<file path="config.mk">
export PLATFORM = sky130hd
export DESIGN_NAME = rmq_sqrt
export DESIGN_NICKNAME = d
export VERILOG_FILES = /design/src/rtl/rmq_sqrt.sv
export SDC_FILE = /design/constraint.sdc
export NUM_CORES = 1
export LEC_CHECK = 0
export BUFFER_PORTS_ARGS = -buffer_cell sky130_fd_sc_hd__buf_2
export CORE_MARGIN = 2
export CORE_UTILIZATION = 30
export DETAILED_ROUTE_END_ITERATION = 12
export PLACE_DENSITY = 0.45
export SLEW_MARGIN = 15
export SYNTH_ARGS = -nofsm -noshare
export SYNTH_HDL_FRONTEND = slang
export SYNTH_SLANG_ARGS = --single-unit
</file>
<file path="constraint.sdc">
create_clock -name clk -period 3.98 [get_ports clk]
set_input_delay 0.199 -clock clk [delete_from_list [all_inputs] [get_ports clk]]
set_output_delay 0.199 -clock clk [all_outputs]
set_load 0.1 [all_outputs]
</file>
<file path="src/rtl/rmq_sqrt.sv">
module rmq_sqrt #(
	parameter int VW = 32,
	parameter int SBW = 1,
	localparam int SW = (VW + 1) / 2
) (
	input  logic           clk,
	input  logic           arst_n,
	input  logic           en,
	input  logic           in_valid,
	input  logic [VW-1:0]  radicand,
	input  logic [SBW-1:0] in_sb,
	output logic           out_valid,
	output logic [SW-1:0]  root,
	output logic [SBW-1:0] out_sb
);

	localparam int RW = 2 * SW + 1;

	logic           vld_s  [SW];
	logic [SW-1:0]  root_s [SW];
	logic [SBW-1:0] sb_s   [SW];
	logic [RW-1:0]  rem_s  [SW-1];

	// one root bit per stage, most significant first
	for (genvar k = 0; k < SW; k++) begin : g_stage
		localparam int B = SW - 1 - k;
		logic [RW-1:0]  rem_in;
		logic [RW-1:0]  trial;
		logic [SW-1:0]  root_in;
		logic           vld_in;
		logic [SBW-1:0] sb_in;
		logic           take;

		if (k == 0) begin : g_first
			assign rem_in  = RW'(radicand);
			assign root_in = '0;
			assign vld_in  = in_valid;
			assign sb_in   = in_sb;
		end else begin : g_next
			assign rem_in  = rem_s[k-1];
			assign root_in = root_s[k-1];
			assign vld_in  = vld_s[k-1];
			assign sb_in   = sb_s[k-1];
		end

		// (r + 2^B)^2 - r^2
		assign trial = (RW'(root_in) << (B + 1)) + (RW'(1) << (2 * B));
		assign take  = rem_in >= trial;

		always_ff @(posedge clk or negedge arst_n) begin
			if (!arst_n) begin
				vld_s[k] <= 1'b0;
			end else if (en) begin
				vld_s[k] <= vld_in;
			end
		end

		always_ff @(posedge clk) begin
			if (en) begin
				root_s[k] <= take ? (root_in | (SW'(1) << B)) : root_in;
				sb_s[k]   <= sb_in;
			end
		end

		if (k < SW - 1) begin : g_rem
			always_ff @(posedge clk) begin
				if (en) begin
					rem_s[k] <= take ? (rem_in - trial) : rem_in;
				end
			end
		end
	end

	assign out_valid = vld_s[SW-1];
	assign root      = root_s[SW-1];
	assign out_sb    = sb_s[SW-1];

endmodule

</file>
* Yosys cells after proc, flatten, opt, wreduce, memory -nomap -nowiden *
Memories as Yosys holds them, arrays and structs flattened.
Index checks and enable logic that the tools add are counted.

storage, ports and cells
  bits in writable memories = 767
  input port bits = 37
  logic and storage cells = 98
  memories kept = 3
  bits in registers = 16
  output and inout port bits = 18

memories
  memory  words  width  rd ports  clocked after Yosys merged registers in  write ports  line  RTL
  rem_s   15     33     15        0                                        15           22    logic [RW-1:0] rem_s [SW-1];
  root_s  16     16     16        0                                        16           20    logic [SW-1:0] root_s [SW];
  sb_s    16     1      16        0                                        16           21    logic [SBW-1:0] sb_s [SW];

operators by class
  $add $sub $neg = 30
  multiplexer cells = 33
  order comparisons = 16

operators by type and width
  cell                                                 number
  2-to-1 mux 33 bit                                    15
  greater-or-equal comparator 33 x 18 -> 1 bit         1
  greater-or-equal comparator 33 x 19 -> 1 bit         1
  greater-or-equal comparator 33 x 20 -> 1 bit         1
  greater-or-equal comparator 33 x 21 -> 1 bit         1
  greater-or-equal comparator 33 x 22 -> 1 bit         1
  greater-or-equal comparator 33 x 23 -> 1 bit         1
  greater-or-equal comparator 33 x 24 -> 1 bit         1
  greater-or-equal comparator 33 x 25 -> 1 bit         1
  greater-or-equal comparator 33 x 26 -> 1 bit         1
  greater-or-equal comparator 33 x 27 -> 1 bit         1
  greater-or-equal comparator 33 x 28 -> 1 bit         1
  greater-or-equal comparator 33 x 29 -> 1 bit         1
  greater-or-equal comparator 33 x 30 -> 1 bit         1
  greater-or-equal comparator 33 x 31 -> 1 bit         1
  greater-or-equal comparator 33 x 32 -> 1 bit         1
  subtractor 32 x 31 -> 33 bit, second input constant  1
  subtractor 33 x 19 -> 33 bit                         1
  subtractor 33 x 20 -> 33 bit                         1
  subtractor 33 x 21 -> 33 bit                         1
  subtractor 33 x 22 -> 33 bit                         1
  subtractor 33 x 23 -> 33 bit                         1
  subtractor 33 x 24 -> 33 bit                         1
  subtractor 33 x 25 -> 33 bit                         1
  other kinds (39)                                     41

* Depth between registers and ports, before layout *
An unclocked memory read counts as a cell.

  depth in word-level cells = 4
  gate-level depth with buffers = 12
  depth with buffers taken out = 10

* Worst setup path before layout *
Ideal clock, no wire load.

  path kind = register to register
  start point = mem rem_s[1][84] (netlist name)
  end point = mem rem_s[1][111] (netlist name) (data pin)
  slack = 1,211 ps
  stages on the path, launching flop included = 9
  path buffers = 2
  data required time = 3,718 ps
  data arrival time = 2,507 ps
  clock period less this slack = 2,769 ps
  cells stage by stage = edfxtp_1 -> ha_1 -> buf_2 -> nand3_1 -> or3_1 -> or4_1 -> o311ai_2 -> buf_2 -> mux2_1

RTL lines
  item         line
  from (decl)  22

==> results.txt <==
#FFs+latches synth -> 663
WS Path Type -> register to register
Worst setup EP type -> register
Fin Setup TNS -> 0 ns
Worst relative slew slack -> 22.9%
Ys Warns -> 0
Vias in the first global route -> 19,683
Pwr per Cell Area -> 513 nW/µm²
TritonRoute pass-1 iters -> 5
Instance count of the mapped netlist -> 2,365
Period utilization -> 88.8%
Largest net degree at the start of global routing -> 102
Clock slew at reported path FFs -> 0.06 ns
Multi-input logic area -> 10,400 µm²
Syn avg cell area -> 13.1 µm²
DP Wirelength -> 48,600 µm
Share of layout cells above drive strength 1 -> 9.41%
Grt total ovfl -> 0
Mapped Area -> 31,000 µm²
Seq pwr share -> 49.9%
Status -> completed
Number of setup violations in the final report -> 0
Clock buffer depth -> 3
RSZ-0062 raised after global routing -> no
First-pass GRT wire length -> 105,000 µm
CTS tree -> built
Ys async rst share -> 2.41%
Via density -> 4.67
CP startpoint kind -> register
WL final -> 65,400 µm
Clock H-tree levels -> 3
Maximum clock rate -> 283 MHz
Min-delay src -> en
Global placer's final weighted congestion -> 0.893
Die area -> 106,000 µm²
Worst VDD drop -> 371 µV
Total CTS buffers -> 75
Worst Path Required -> 4.31 ns
Layout area overhead -> 15.9%
Clock share of power -> 35.3%
Horiz. Die Dim -> 326 µm
WL/cell -> 16.5 µm
Max_cap viols -> 0
Comb pwr share -> 14.7%
Die Ht -> 326 µm
Resized Gates After CTS -> 0
Vias -> 18,555
Tot Pwr -> 18.5 mW
First DRT Iteration DRCs -> 1,025
Number of synthesized flops with an enable pin -> 647
Initial antenna violation count -> 0
CTS Sinks -> 663
Initial core utilization -> 30.1%
FF+latch area -> 19,800 µm²
Top FF cell, synth -> edfxtp_1
Final Skew -> 0.0189 ns
Reg-to-reg critical path startpoint -> rem_s[1][158]
Syn Nets -> 2,552
WP data arrival -> 3.86 ns
Worst Setup SP -> rem_s[1][158]
Critical Path Max Stage Delay -> 0.72 ns
Least-Margin Pin Slew -> 1.16 ns
# port buffers -> 54
Core Rows -> 118
Crit path max-delay cell type -> nand4_1
DRC viols -> 0
Core outline area -> 103,000 µm²
Clk Latency, worst-skew pair -> 0.62 ns
Worst-path cell chain -> or4_1 -> or3_1 -> nor3_1 -> and3b_1 -> nand4_1 -> buf_4 -> nor2_1 -> a21oi_1
Post-synthesis cell type count -> 80
# fillers -> 10,076
Diode count -> 0
Register area share after synthesis -> 63.9%
# nets final -> 2,724
Max-slew violations -> 0
# IOs -> 55
Fin crit period -> 3.53 ns
Post-CTS setup buffers -> 0
Final hold vios -> 0
Switch Pwr -> 4.89 mW
CTS root buffer -> clkbuf_16
Tightest Hold Check Type -> input port to register
Switching part of the total -> 26.5%
Post-route antenna net violation count -> 0
Worst-path maximum fanout -> 15
GRT Overall Usage -> 12.4%
Leakage Power -> 13.4 nW
Int Pwr -> 13.6 mW
power by group through the flow:
stage	Clock, mW	Combinational (mW)	Sequential (mW)
final	6.52	2.72	9.22
after global routing	7.00	3.07	9.32
after CTS	6.77	2.74	9.23
after detailed placement	0	2.70	9.37
after global placement	0	2.66	9.36
after floorplan	0	1.90	9.22
routing by layer:
metal	vias to the layer above	track usage, %	part of all wire [%]	routed length, µm
li1	9261	-	-	-
met1	8870	12.7	39	25300
met2	277	24.0	54	35400
met3	147	1.97	2.7	1740
met4	0	6.14	4.6	3030
met5	-	0	0	0
cells in the mapped netlist (6+ instances only):
library cell / n / share of area [%]
a211oi_1: 13 / 0.31
a21boi_0: 7 / 0.17
a21o_1: 32 / 0.77
a21oi_1: 108 / 1.7
a31oi_1: 6 / 0.12
and4_1: 7 / 0.20
buf_2: 10 / 0.16
clkbuf_1: 22 / 0.27
dfrtp_1: 16 / 1.3
edfxtp_1: 647 / 63
ha_1: 150 / 6.0
inv_1: 184 / 2.2
mux2_1: 17 / 0.62
mux2_2: 18 / 0.65
mux2i_1: 7 / 0.23
nand2_1: 114 / 1.4
nand2b_1: 35 / 0.71
nand3_1: 37 / 0.60
nand3b_1: 6 / 0.15
nand4_1: 36 / 0.73
nor2_1: 156 / 1.9
nor2b_1: 22 / 0.44
nor3_1: 71 / 1.1
nor3b_1: 8 / 0.19
nor4_1: 79 / 1.6
nor4b_1: 19 / 0.54
nor4bb_1: 6 / 0.19
o2111ai_1: 7 / 0.20
o211ai_1: 12 / 0.29
o21a_1: 39 / 0.94
o21ai_0: 67 / 1.1
o21ai_1: 35 / 0.56
o21bai_1: 7 / 0.17
o31ai_1: 14 / 0.34
or2_2: 9 / 0.18
or3_1: 29 / 0.58
or4_1: 23 / 0.56
xnor2_1: 99 / 2.8
xor2_1: 101 / 2.8
cell families after synthesis:
logic type	share of synthesized area (%)
AOI/OAI and AO/OA	8.37
xor gates and xnor gates	5.64
adders and majority gates	6.04
buffers and inverters	2.78
DFF	63.9
muxes	1.50
and+or+nand+nor	11.8
sequential cells by signal (all words and copies together) (netlist names):
signal	flops
g_stage.vld_in	15
rem_s	495
out_valid	1
sb_s	16
root_s	136
per-stage QoR:
| stage | hold WS (ns) | cells | worst slack, ns | cell area [µm²] | util, % |
|---|---|---|---|---|---|
| global placement | 0.119 | 3804 | 0.415 | 33300 | 32.3 |
| CTS | 0.163 | 3974 | 0.391 | 36000 | 34.9 |
| finish | 0.197 | 3974 | 0.446 | 36000 | 34.9 |
| global route | 0.211 | 3974 | 0.215 | 36000 | 34.9 |
| detailed placement | 0.128 | 3804 | 0.401 | 33300 | 32.3 |
| floorplan | -0.0966 | 2365 | 1.21 | 31000 | - |
final timing paths:
| path | slack [ns] | cells past startpoint | endpoint |
|---|---|---|---|
| min in group asynchronous | 0.67 | 3 | g_stage[1].vld_in |
| worst min register to register | 0.42 | 0 | sb_s[1][6] |
| worst max-delay path | 0.45 | 8 | rem_s[1][179] |
| worst max register to register | 0.45 | 8 | rem_s[1][179] |
| worst min-delay path | 0.20 | 1 | root_s[0][108] |
| max in group asynchronous | 2.86 | 3 | g_stage[7].vld_in |
timing repair:
item                                    4_1_cts  5_1_grt
endpoints found under the setup margin        0        0
hold buffers                                 36        0
hold endpoints to repair                     51        0
cell type report:
| class | count | share of cell area [%] |
|---|---|---|
| Clock buffer | 93 | 5.46 |
| Multi-Input combinational cell | 1478 | 28.9 |
| Tap cell | 1380 | 4.80 |
| Clock inverter | 41 | 0.960 |
| Timing Repair Buffer | 130 | 2.82 |
| Inverter | 189 | 1.97 |
| Sequential cell | 663 | 55.1 |
cell usage in the layout (no fill, tap or decap), types with 29 or more instances in the layout:
master	count
o21ai_0	67
buf_4	34
o21a_1	39
or3_1	29
xnor2_1	99
a21o_1	32
ha_1	150
nor4_1	78
nor3_1	71
nand4_1	36
clkbuf_16	76
inv_1	184
xor2_1	101
nor2_1	156
dlygate4sd3_1	36
nand3_1	37
nand2_1	114
nand2b_1	35
buf_2	53
a21oi_1	108
o21ai_1	34
edfxtp_1	647
worst max-delay path, delay by kind of cell (launching register included):
kind | cells | cell delay (ns)
AND/OR/NAND/NOR | 6 | 2.33
flip-flops | 1 | 0.43
buffers and inverters | 1 | 0.43
AO/OA/AOI/OAI | 1 | 0.05
No activity file was read; power rests on OpenSTA's default activity.
