===== src/rtl/rmq_pkg.sv =====
package rmq_pkg;

	// element and result word width, signed fixed point
	localparam int ELEM_W = 16;
	// width of a skew difference or sum of two elements
	localparam int NUM_W = 17;
	// quotient bits below the saturation point
	localparam int Q_BITS = 15;

	localparam logic signed [ELEM_W-1:0] SAT_MAX = 16'sh7FFF;
	localparam logic signed [ELEM_W-1:0] SAT_MIN = -16'sh8000;

	// component that takes the halved root
	typedef enum logic [1:0] {
		LEAD_X,
		LEAD_Y,
		LEAD_Z,
		LEAD_S
	} lead_t;

endpackage


===== src/rtl/rmq_div.sv =====
module rmq_div
	import rmq_pkg::*;
#(
	parameter int FRAC_BITS = 14,
	parameter int SW = 16,
	parameter int SBW = 1
) (
	input  logic                     clk,
	input  logic                     arst_n,
	input  logic                     en,
	input  logic                     in_valid,
	input  logic [SW-1:0]            s,
	input  logic signed [NUM_W-1:0]  n [3],
	input  logic [SBW-1:0]           in_sb,
	output logic                     out_valid,
	output logic signed [ELEM_W-1:0] q [3],
	output logic [SBW-1:0]           out_sb
);

	localparam int NW = FRAC_BITS + NUM_W + 1;
	localparam int CW = (NW > SW + Q_BITS + 1) ? NW : SW + Q_BITS + 1;

	logic              vld_s [Q_BITS+1];
	logic [SBW-1:0]    sb_s  [Q_BITS+1];
	logic              ovf_s [Q_BITS+1][3];
	logic              neg_s [Q_BITS+1][3];
	logic [CW-1:0]     den_s [Q_BITS];
	logic [CW-1:0]     rem_s [Q_BITS][3];
	logic [Q_BITS-1:0] q_s   [Q_BITS][3];

	logic [CW-1:0] den_in;
	assign den_in = CW'(s) << 1;

	// entry: magnitude, rounding offset, overflow check
	for (genvar l = 0; l < 3; l++) begin : g_entry
		logic              neg;
		logic [NUM_W-1:0]  mag;
		logic [CW-1:0]     numer;

		assign neg   = n[l] < 0;
		assign mag   = neg ? NUM_W'(-n[l]) : NUM_W'(n[l]);
		assign numer = (CW'(mag) << FRAC_BITS) + CW'(s);

		always_ff @(posedge clk) begin
			if (en) begin
				rem_s[0][l] <= numer;
				neg_s[0][l] <= neg;
				ovf_s[0][l] <= numer >= (den_in << Q_BITS);
			end
		end
	end

	always_ff @(posedge clk or negedge arst_n) begin
		if (!arst_n) begin
			vld_s[0] <= 1'b0;
		end else if (en) begin
			vld_s[0] <= in_valid;
		end
	end

	always_ff @(posedge clk) begin
		if (en) begin
			den_s[0] <= den_in;
			sb_s[0]  <= in_sb;
		end
	end

	// restoring division, one quotient bit per stage
	for (genvar t = 1; t <= Q_BITS; t++) begin : g_stage
		localparam int B = Q_BITS - t;

		always_ff @(posedge clk or negedge arst_n) begin
			if (!arst_n) begin
				vld_s[t] <= 1'b0;
			end else if (en) begin
				vld_s[t] <= vld_s[t-1];
			end
		end

		always_ff @(posedge clk) begin
			if (en) begin
				sb_s[t] <= sb_s[t-1];
			end
		end

		if (t < Q_BITS) begin : g_den
			always_ff @(posedge clk) begin
				if (en) begin
					den_s[t] <= den_s[t-1];
				end
			end
		end

		for (genvar l = 0; l < 3; l++) begin : g_lane
			logic [CW-1:0]     trial;
			logic [Q_BITS-1:0] q_in;
			logic              take;

			if (t == 1) begin : g_first
				assign q_in = '0;
			end else begin : g_next
				assign q_in = q_s[t-2][l];
			end

			assign trial = den_s[t-1] << B;
			assign take  = rem_s[t-1][l] >= trial;

			always_ff @(posedge clk) begin
				if (en) begin
					q_s[t-1][l]   <= take ? (q_in | (Q_BITS'(1) << B)) : q_in;
					ovf_s[t][l]   <= ovf_s[t-1][l];
					neg_s[t][l]   <= neg_s[t-1][l];
				end
			end

			if (t < Q_BITS) begin : g_rem
				always_ff @(posedge clk) begin
					if (en) begin
						rem_s[t][l] <= take ? (rem_s[t-1][l] - trial) : rem_s[t-1][l];
					end
				end
			end
		end
	end

	// sign and saturation
	for (genvar l = 0; l < 3; l++) begin : g_out
		logic signed [ELEM_W-1:0] mag_q;
		assign mag_q = signed'(ELEM_W'(q_s[Q_BITS-1][l]));
		always_comb begin
			if (ovf_s[Q_BITS][l]) begin
				q[l] = neg_s[Q_BITS][l] ? SAT_MIN : SAT_MAX;
			end else begin
				q[l] = neg_s[Q_BITS][l] ? -mag_q : mag_q;
			end
		end
	end

	assign out_valid = vld_s[Q_BITS];
	assign out_sb    = sb_s[Q_BITS];

endmodule


===== config.mk =====
export PLATFORM = sky130hd
export DESIGN_NAME = rmq_div
export DESIGN_NICKNAME = d
export VERILOG_FILES = /design/src/rtl/rmq_pkg.sv /design/src/rtl/rmq_div.sv
export SDC_FILE = /design/constraint.sdc
export NUM_CORES = 2
export LEC_CHECK = 0
export BUFFER_PORTS_ARGS = -buffer_cell sky130_fd_sc_hd__buf_2
export CAP_MARGIN = 0
export CORE_MARGIN = 2
export CORE_UTILIZATION = 65
export CTS_BUF_LIST = sky130_fd_sc_hd__clkbuf_16
export CTS_CLUSTER_SIZE = 40
export DETAILED_ROUTE_END_ITERATION = 10
export PLACE_DENSITY = 0.82
export SYNTH_ARGS = -nofsm -noshare
export SYNTH_HDL_FRONTEND = slang
export SYNTH_SLANG_ARGS = --single-unit

===== constraint.sdc =====
create_clock -name clk -period 8.3 [get_ports clk]
set_input_delay 0.83 -clock clk [delete_from_list [all_inputs] [get_ports clk]]
set_output_delay 0.83 -clock clk [all_outputs]
set_load 0.05 [all_outputs]

# [After elaboration in Yosys (flattened, before gate mapping)]
# Memories as Yosys holds them, arrays and structs flattened.
# Index checks and enable logic that the tools add are counted.
[classes] n_mux=101 n_lt_le_gt_ge=51 add_sub_neg=51
[op_table] cell="$ge 32x32->1" count=48
[op_table] cell="$mux 32" count=42
[op_table] cell="$sub 32x32->32" count=42
[op_table] cell="$mux 16" count=9
[op_table] cell="$add 31x16->32" count=3
[op_table] cell="$lt 17x1->1 const B" count=3
[op_table] cell="$mux 17" count=3
[op_table] cell="$neg 17->17" count=3
[op_table] cell="$neg 15->16" count=3
[op_table] cell="$mux 15" count=3
[op_table] cell="$mux 14" count=3
[op_table] cell="$mux 13" count=3
[op_table] cell="$mux 12" count=3
[op_table] cell="$mux 11" count=3
[op_table] cell="$mux 10" count=3
[op_table] cell="$mux 9" count=3
[op_table] cell="$mux 8" count=3
[op_table] cell="$mux 7" count=3
[op_table] cell="$mux 6" count=3
[op_table] cell="$mux 5" count=3
[op_table] cell="$mux 4" count=3
[op_table] cell="$mux 3" count=3
[op_table] cell="$mux 2" count=3
[op_table] cell="$mux 1" count=5
[totals] input_bits=72 output_inout_bits=50 ramBits=2707 memories=6 ff_bits=16 wordCells=225
[memory_table] memory="rem_s" depth=15 word_bits=96 read_ports=15 rd_clocked_by_memory_dff=0 write_ports=15 line="rmq_div.sv:28" source="logic [CW-1:0] rem_s [Q_BITS][3];"
[memory_table] memory="q_s" depth=15 word_bits=45 read_ports=15 rd_clocked_by_memory_dff=0 write_ports=15 line="rmq_div.sv:29" source="logic [Q_BITS-1:0] q_s [Q_BITS][3];"
[memory_table] memory="den_s" depth=15 word_bits=32 read_ports=15 rd_clocked_by_memory_dff=0 write_ports=15 line="rmq_div.sv:27" source="logic [CW-1:0] den_s [Q_BITS];"
[memory_table] memory="neg_s" depth=16 word_bits=3 read_ports=16 rd_clocked_by_memory_dff=0 write_ports=16 line="rmq_div.sv:26" source="logic neg_s [Q_BITS+1][3];"
[memory_table] memory="ovf_s" depth=16 word_bits=3 read_ports=16 rd_clocked_by_memory_dff=0 write_ports=16 line="rmq_div.sv:25" source="logic ovf_s [Q_BITS+1][3];"
[memory_table] memory="sb_s" depth=16 word_bits=1 read_ports=16 rd_clocked_by_memory_dff=0 write_ports=16 line="rmq_div.sv:24" source="logic [SBW-1:0] sb_s [Q_BITS+1];"

# [Depth between registers and ports, before layout]
[logic_depth] ltp_word=4 mapped_depth=21 ltp_nobuf=21

# [Worst setup path after synthesis]
# No wires, ideal clock.
[synth_timing] path_type="in2reg" from="input port n[33] (netlist name)" to="memory ovf_s[0][1] (netlist name), data pin" slack_ns=3.797 stages=15 setup_ns=0.259 arrival_ns=4.244 path_buffers=2 required_time_ns=8.041 path_cell_list="clkbuf_1 clkbuf_1 o21ai_0 ha_1 a21oi_1 nor2_1 nand3b_1 nor4_1 nand2_1 xnor2_1 ha_1 or4_1 a2111oi_0 a311oi_1 a211o_1"
[synth_rtl] item="start, declared" line="rmq_div.sv:13" source="input logic signed [NUM_W-1:0] n [3],"
[synth_rtl] item="end, declared" line="rmq_div.sv:25"

==> impl_metrics.ini <==
[status]
outcome = complete, no violations

[pwr]
p_int_w = 0.0242
net-switching-power_w = 0.0141
power_frac_comb_pct = 38.4
pwr-share-clk_pct = 22.6
p_leak_nw = 43.7
sw_frac_of_total_pct = 36.8
peakVddDrop_uv = 260
power.density_nw_per_um2 = 336
p_seq_share_pct = 39.0

[timing]
finalCritPeriodShare_pct = 59.9
tightest_slew_ns = 1.23
finalCriticalPeriod_ns = 4.97
maxSlewHeadroom_pct = 17.2
max_freq_mhz = 201
setup-violations-final = 0
finalHoldViolCount = 0
drv_slew = 0
rsz0062_at_grt = no
skew_ns = 0.102
setup_tns_ns = 0

[place]
hpwl_mm = 208
routabilityCongestion = 0.993
io_buffers = 121
dpl_cell_area_um2 = 108000

[final_layout]
syn_to_final_growth_pct = 9.30
final_nets = 10600
layout_commonest_cell = edfxtp_1
final_area_um2 = 114000
drive_above_1_share_pct = 7.13
final_cell_mix = edfxtp_1, nor2_1, ha_1

[clock_network]
htree_levels = 4
numCtsBuffers = 185
cts_tree = yes
cts-root-buf = clkbuf_16
clockBufferDepth = 3
cts_hold_buf = 1
clk_latency_ns = 0.90
clk_pin_slew_ns = 0.06
cts_resized = 0
post_cts_buffers = 0
clock_sinks = 1772

[detailed_routing]
wl_per_cell_um = 22.9
viasPerCell = 6.38
final_antenna_net_count = 0
first_pass_iters = 8
drc = 0
finalWirelength_mm = 277
via_count = 77100
initialDrtViolationCount = 7765

[critical_path]
r2r_end = rem_s[11][30]
critPathLaunch = rem_s[10][69]
ff2ff_setup_slack_ns = 3.33
end_kind = flop
cp_max_fo = 20
regToRegStartpoint = rem_s[10][69]
critPathCapture = rem_s[11][30]
ff2ff_path_depth = 13
start_kind = flop
required_ns = 8.89
path_class = reg2reg
arrival_ns = 5.56

[synthesis]
yosys_warnings = 0
synth_edf_count = 1756
synth_ff_type = edfxtp_1
yosys.cell_types.count = 90
postSynthAreaPerCell_um2 = 10.9
synthArstFlopShare_pct = 0.903
syn_inst = 9605
syn_area_um2 = 105000
ys_ff_latch = 1772
seq_area_frac_synth_pct = 50.8

[global_route]
grt_antenna_before_repair = 9
grt_first_pass_wirelength_mm = 421
track_usage_pct = 33.4
overflow = 0
grt_start_max_net_pins = 197
grt_pass1_vias = 73900

[floorplanning]
fp.dieW_um = 405
initial_core_util_pct = 65.3
coreArea_um2 = 160000
core.rowCount = 147
die_h_um = 405
ios = 122
die_area_um2 = 164000

[min_path]
min_path_type = in2reg

[flow_run]
cap_violations = 0
==> worst max-delay path, stage by stage (launching register included) <==
cell	delay, ns
edfxtp_1	0.44
inv_1	0.20
ha_1	0.38
nor2b_1	0.08
o21ai_0	0.28
a21oi_1	0.15
a211oi_1	0.33
buf_4	0.20
a21oi_1	0.07
nor3_2	0.98
clkinv_1	0.90
nand4_1	0.42
nor3_1	0.11
xor2_1	0.15
==> cell usage after synthesis, drive strengths merged, types with 40 or more instances <==
cell type,n,share of area (%)
ha,753,9.0
o31ai,93,0.67
xnor2,455,3.8
nand4,117,0.70
fa,45,0.86
o21a,117,0.84
o21ai,640,3.1
nand2b,116,0.69
mux2,133,1.4
a21o,290,2.1
nand2,748,2.7
nor4,131,0.78
a21oi,748,3.6
or3,122,0.73
a21boi,49,0.35
or2,54,0.32
and3,51,0.31
a211oi,66,0.49
or4,43,0.31
nor2,762,2.7
nor3,245,1.2
o21bai,51,0.37
inv,507,1.8
nand3,173,0.83
a31oi,64,0.38
nor2b,150,0.90
clkbuf,170,0.61
o211ai,40,0.29
edfxtp,1756,50
xor2,417,3.5
==> layer usage <==
layer	track usage (%)	share of wire, %
met3	5.46	7.1
met1	41.5	39
met5	0	0.0080
met4	17.9	6.0
met2	56.0	48
==> logic make-up (layout without fill, tap and decap cells) <==
logic type / after synthesis / in the layout / share of synthesized area [%]
AO/OA/AOI/OAI: 2423 / 2423 / 14.4
flip-flops: 1772 / 1772 / 50.8
adder cells (fa/ha/maj): 798 / 798 / 9.87
buffers and inverters: 708 / 1027 / 2.55
multiplexers: 157 / 157 / 1.66
AND/OR/NAND/NOR: 2874 / 2874 / 13.4
other: 1 / 11 / 0.00359
XOR/XNOR: 872 / 872 / 7.31
==> worst min-delay path by stage <==
stage                            start  slack (ns)  depth (start not counted)           end
after global routing             in_sb        0.13                          1    sb_s[0][0]
final                            s[11]        0.16                          1  rem_s[0][75]
after floorplan            neg_s[0][7]        0.40                          0  neg_s[0][10]
after global placement    ovf_s[0][21]        0.40                          0   ovf_s[1][0]
after CTS                        in_sb        0.12                          1    sb_s[0][0]
after detailed placement   neg_s[0][4]        0.40                          0   neg_s[0][7]
==> final cells by class <==
cell class                 count  area [um^2]
timing repair buffer         172         1120
inverter                     509         1910
clock buffer                 188         4700
sequential                  1772        53100
multi-input combinational   7130        48900
tap                         2160         2700
fill                       11100        45900
antenna                        5         12.5
clock inverter               158         1750
==> metrics by stage <==
stage,power (W),worst slack [ns],util [%],instances,hold slack (ns)
2_1_floorplan,0.0251,3.80,-,9610,0.400
3_3_place_gp,0.0289,3.30,67.3,11700,0.401
3_5_place_dp,0.0293,3.34,67.3,11700,0.405
4_1_cts,0.0381,3.36,71.3,12100,0.118
5_1_grt,0.0405,2.93,71.3,12100,0.127
6_report,0.0383,3.33,71.3,12100,0.165
==> power by group through the flow <==
| stage | clock network (W) | registers (W) | logic [W] |
|---|---|---|---|
| floorplan | 0 | 0.0141 | 0.0110 |
| global placement | 0 | 0.0149 | 0.0140 |
| detailed placement | 0 | 0.0150 | 0.0143 |
| CTS | 0.00876 | 0.0149 | 0.0145 |
| global route | 0.00910 | 0.0151 | 0.0162 |
| finish | 0.00866 | 0.0150 | 0.0147 |
==> state kept, by name (all words and copies together), names as in the netlist <==
signal     count
den_s        108
out_valid      1
sb_s          16
rem_s       1176
vld_s         15
neg_s         48
q_s          360
ovf_s         48
No activity file was read; power rests on OpenSTA's default activity.
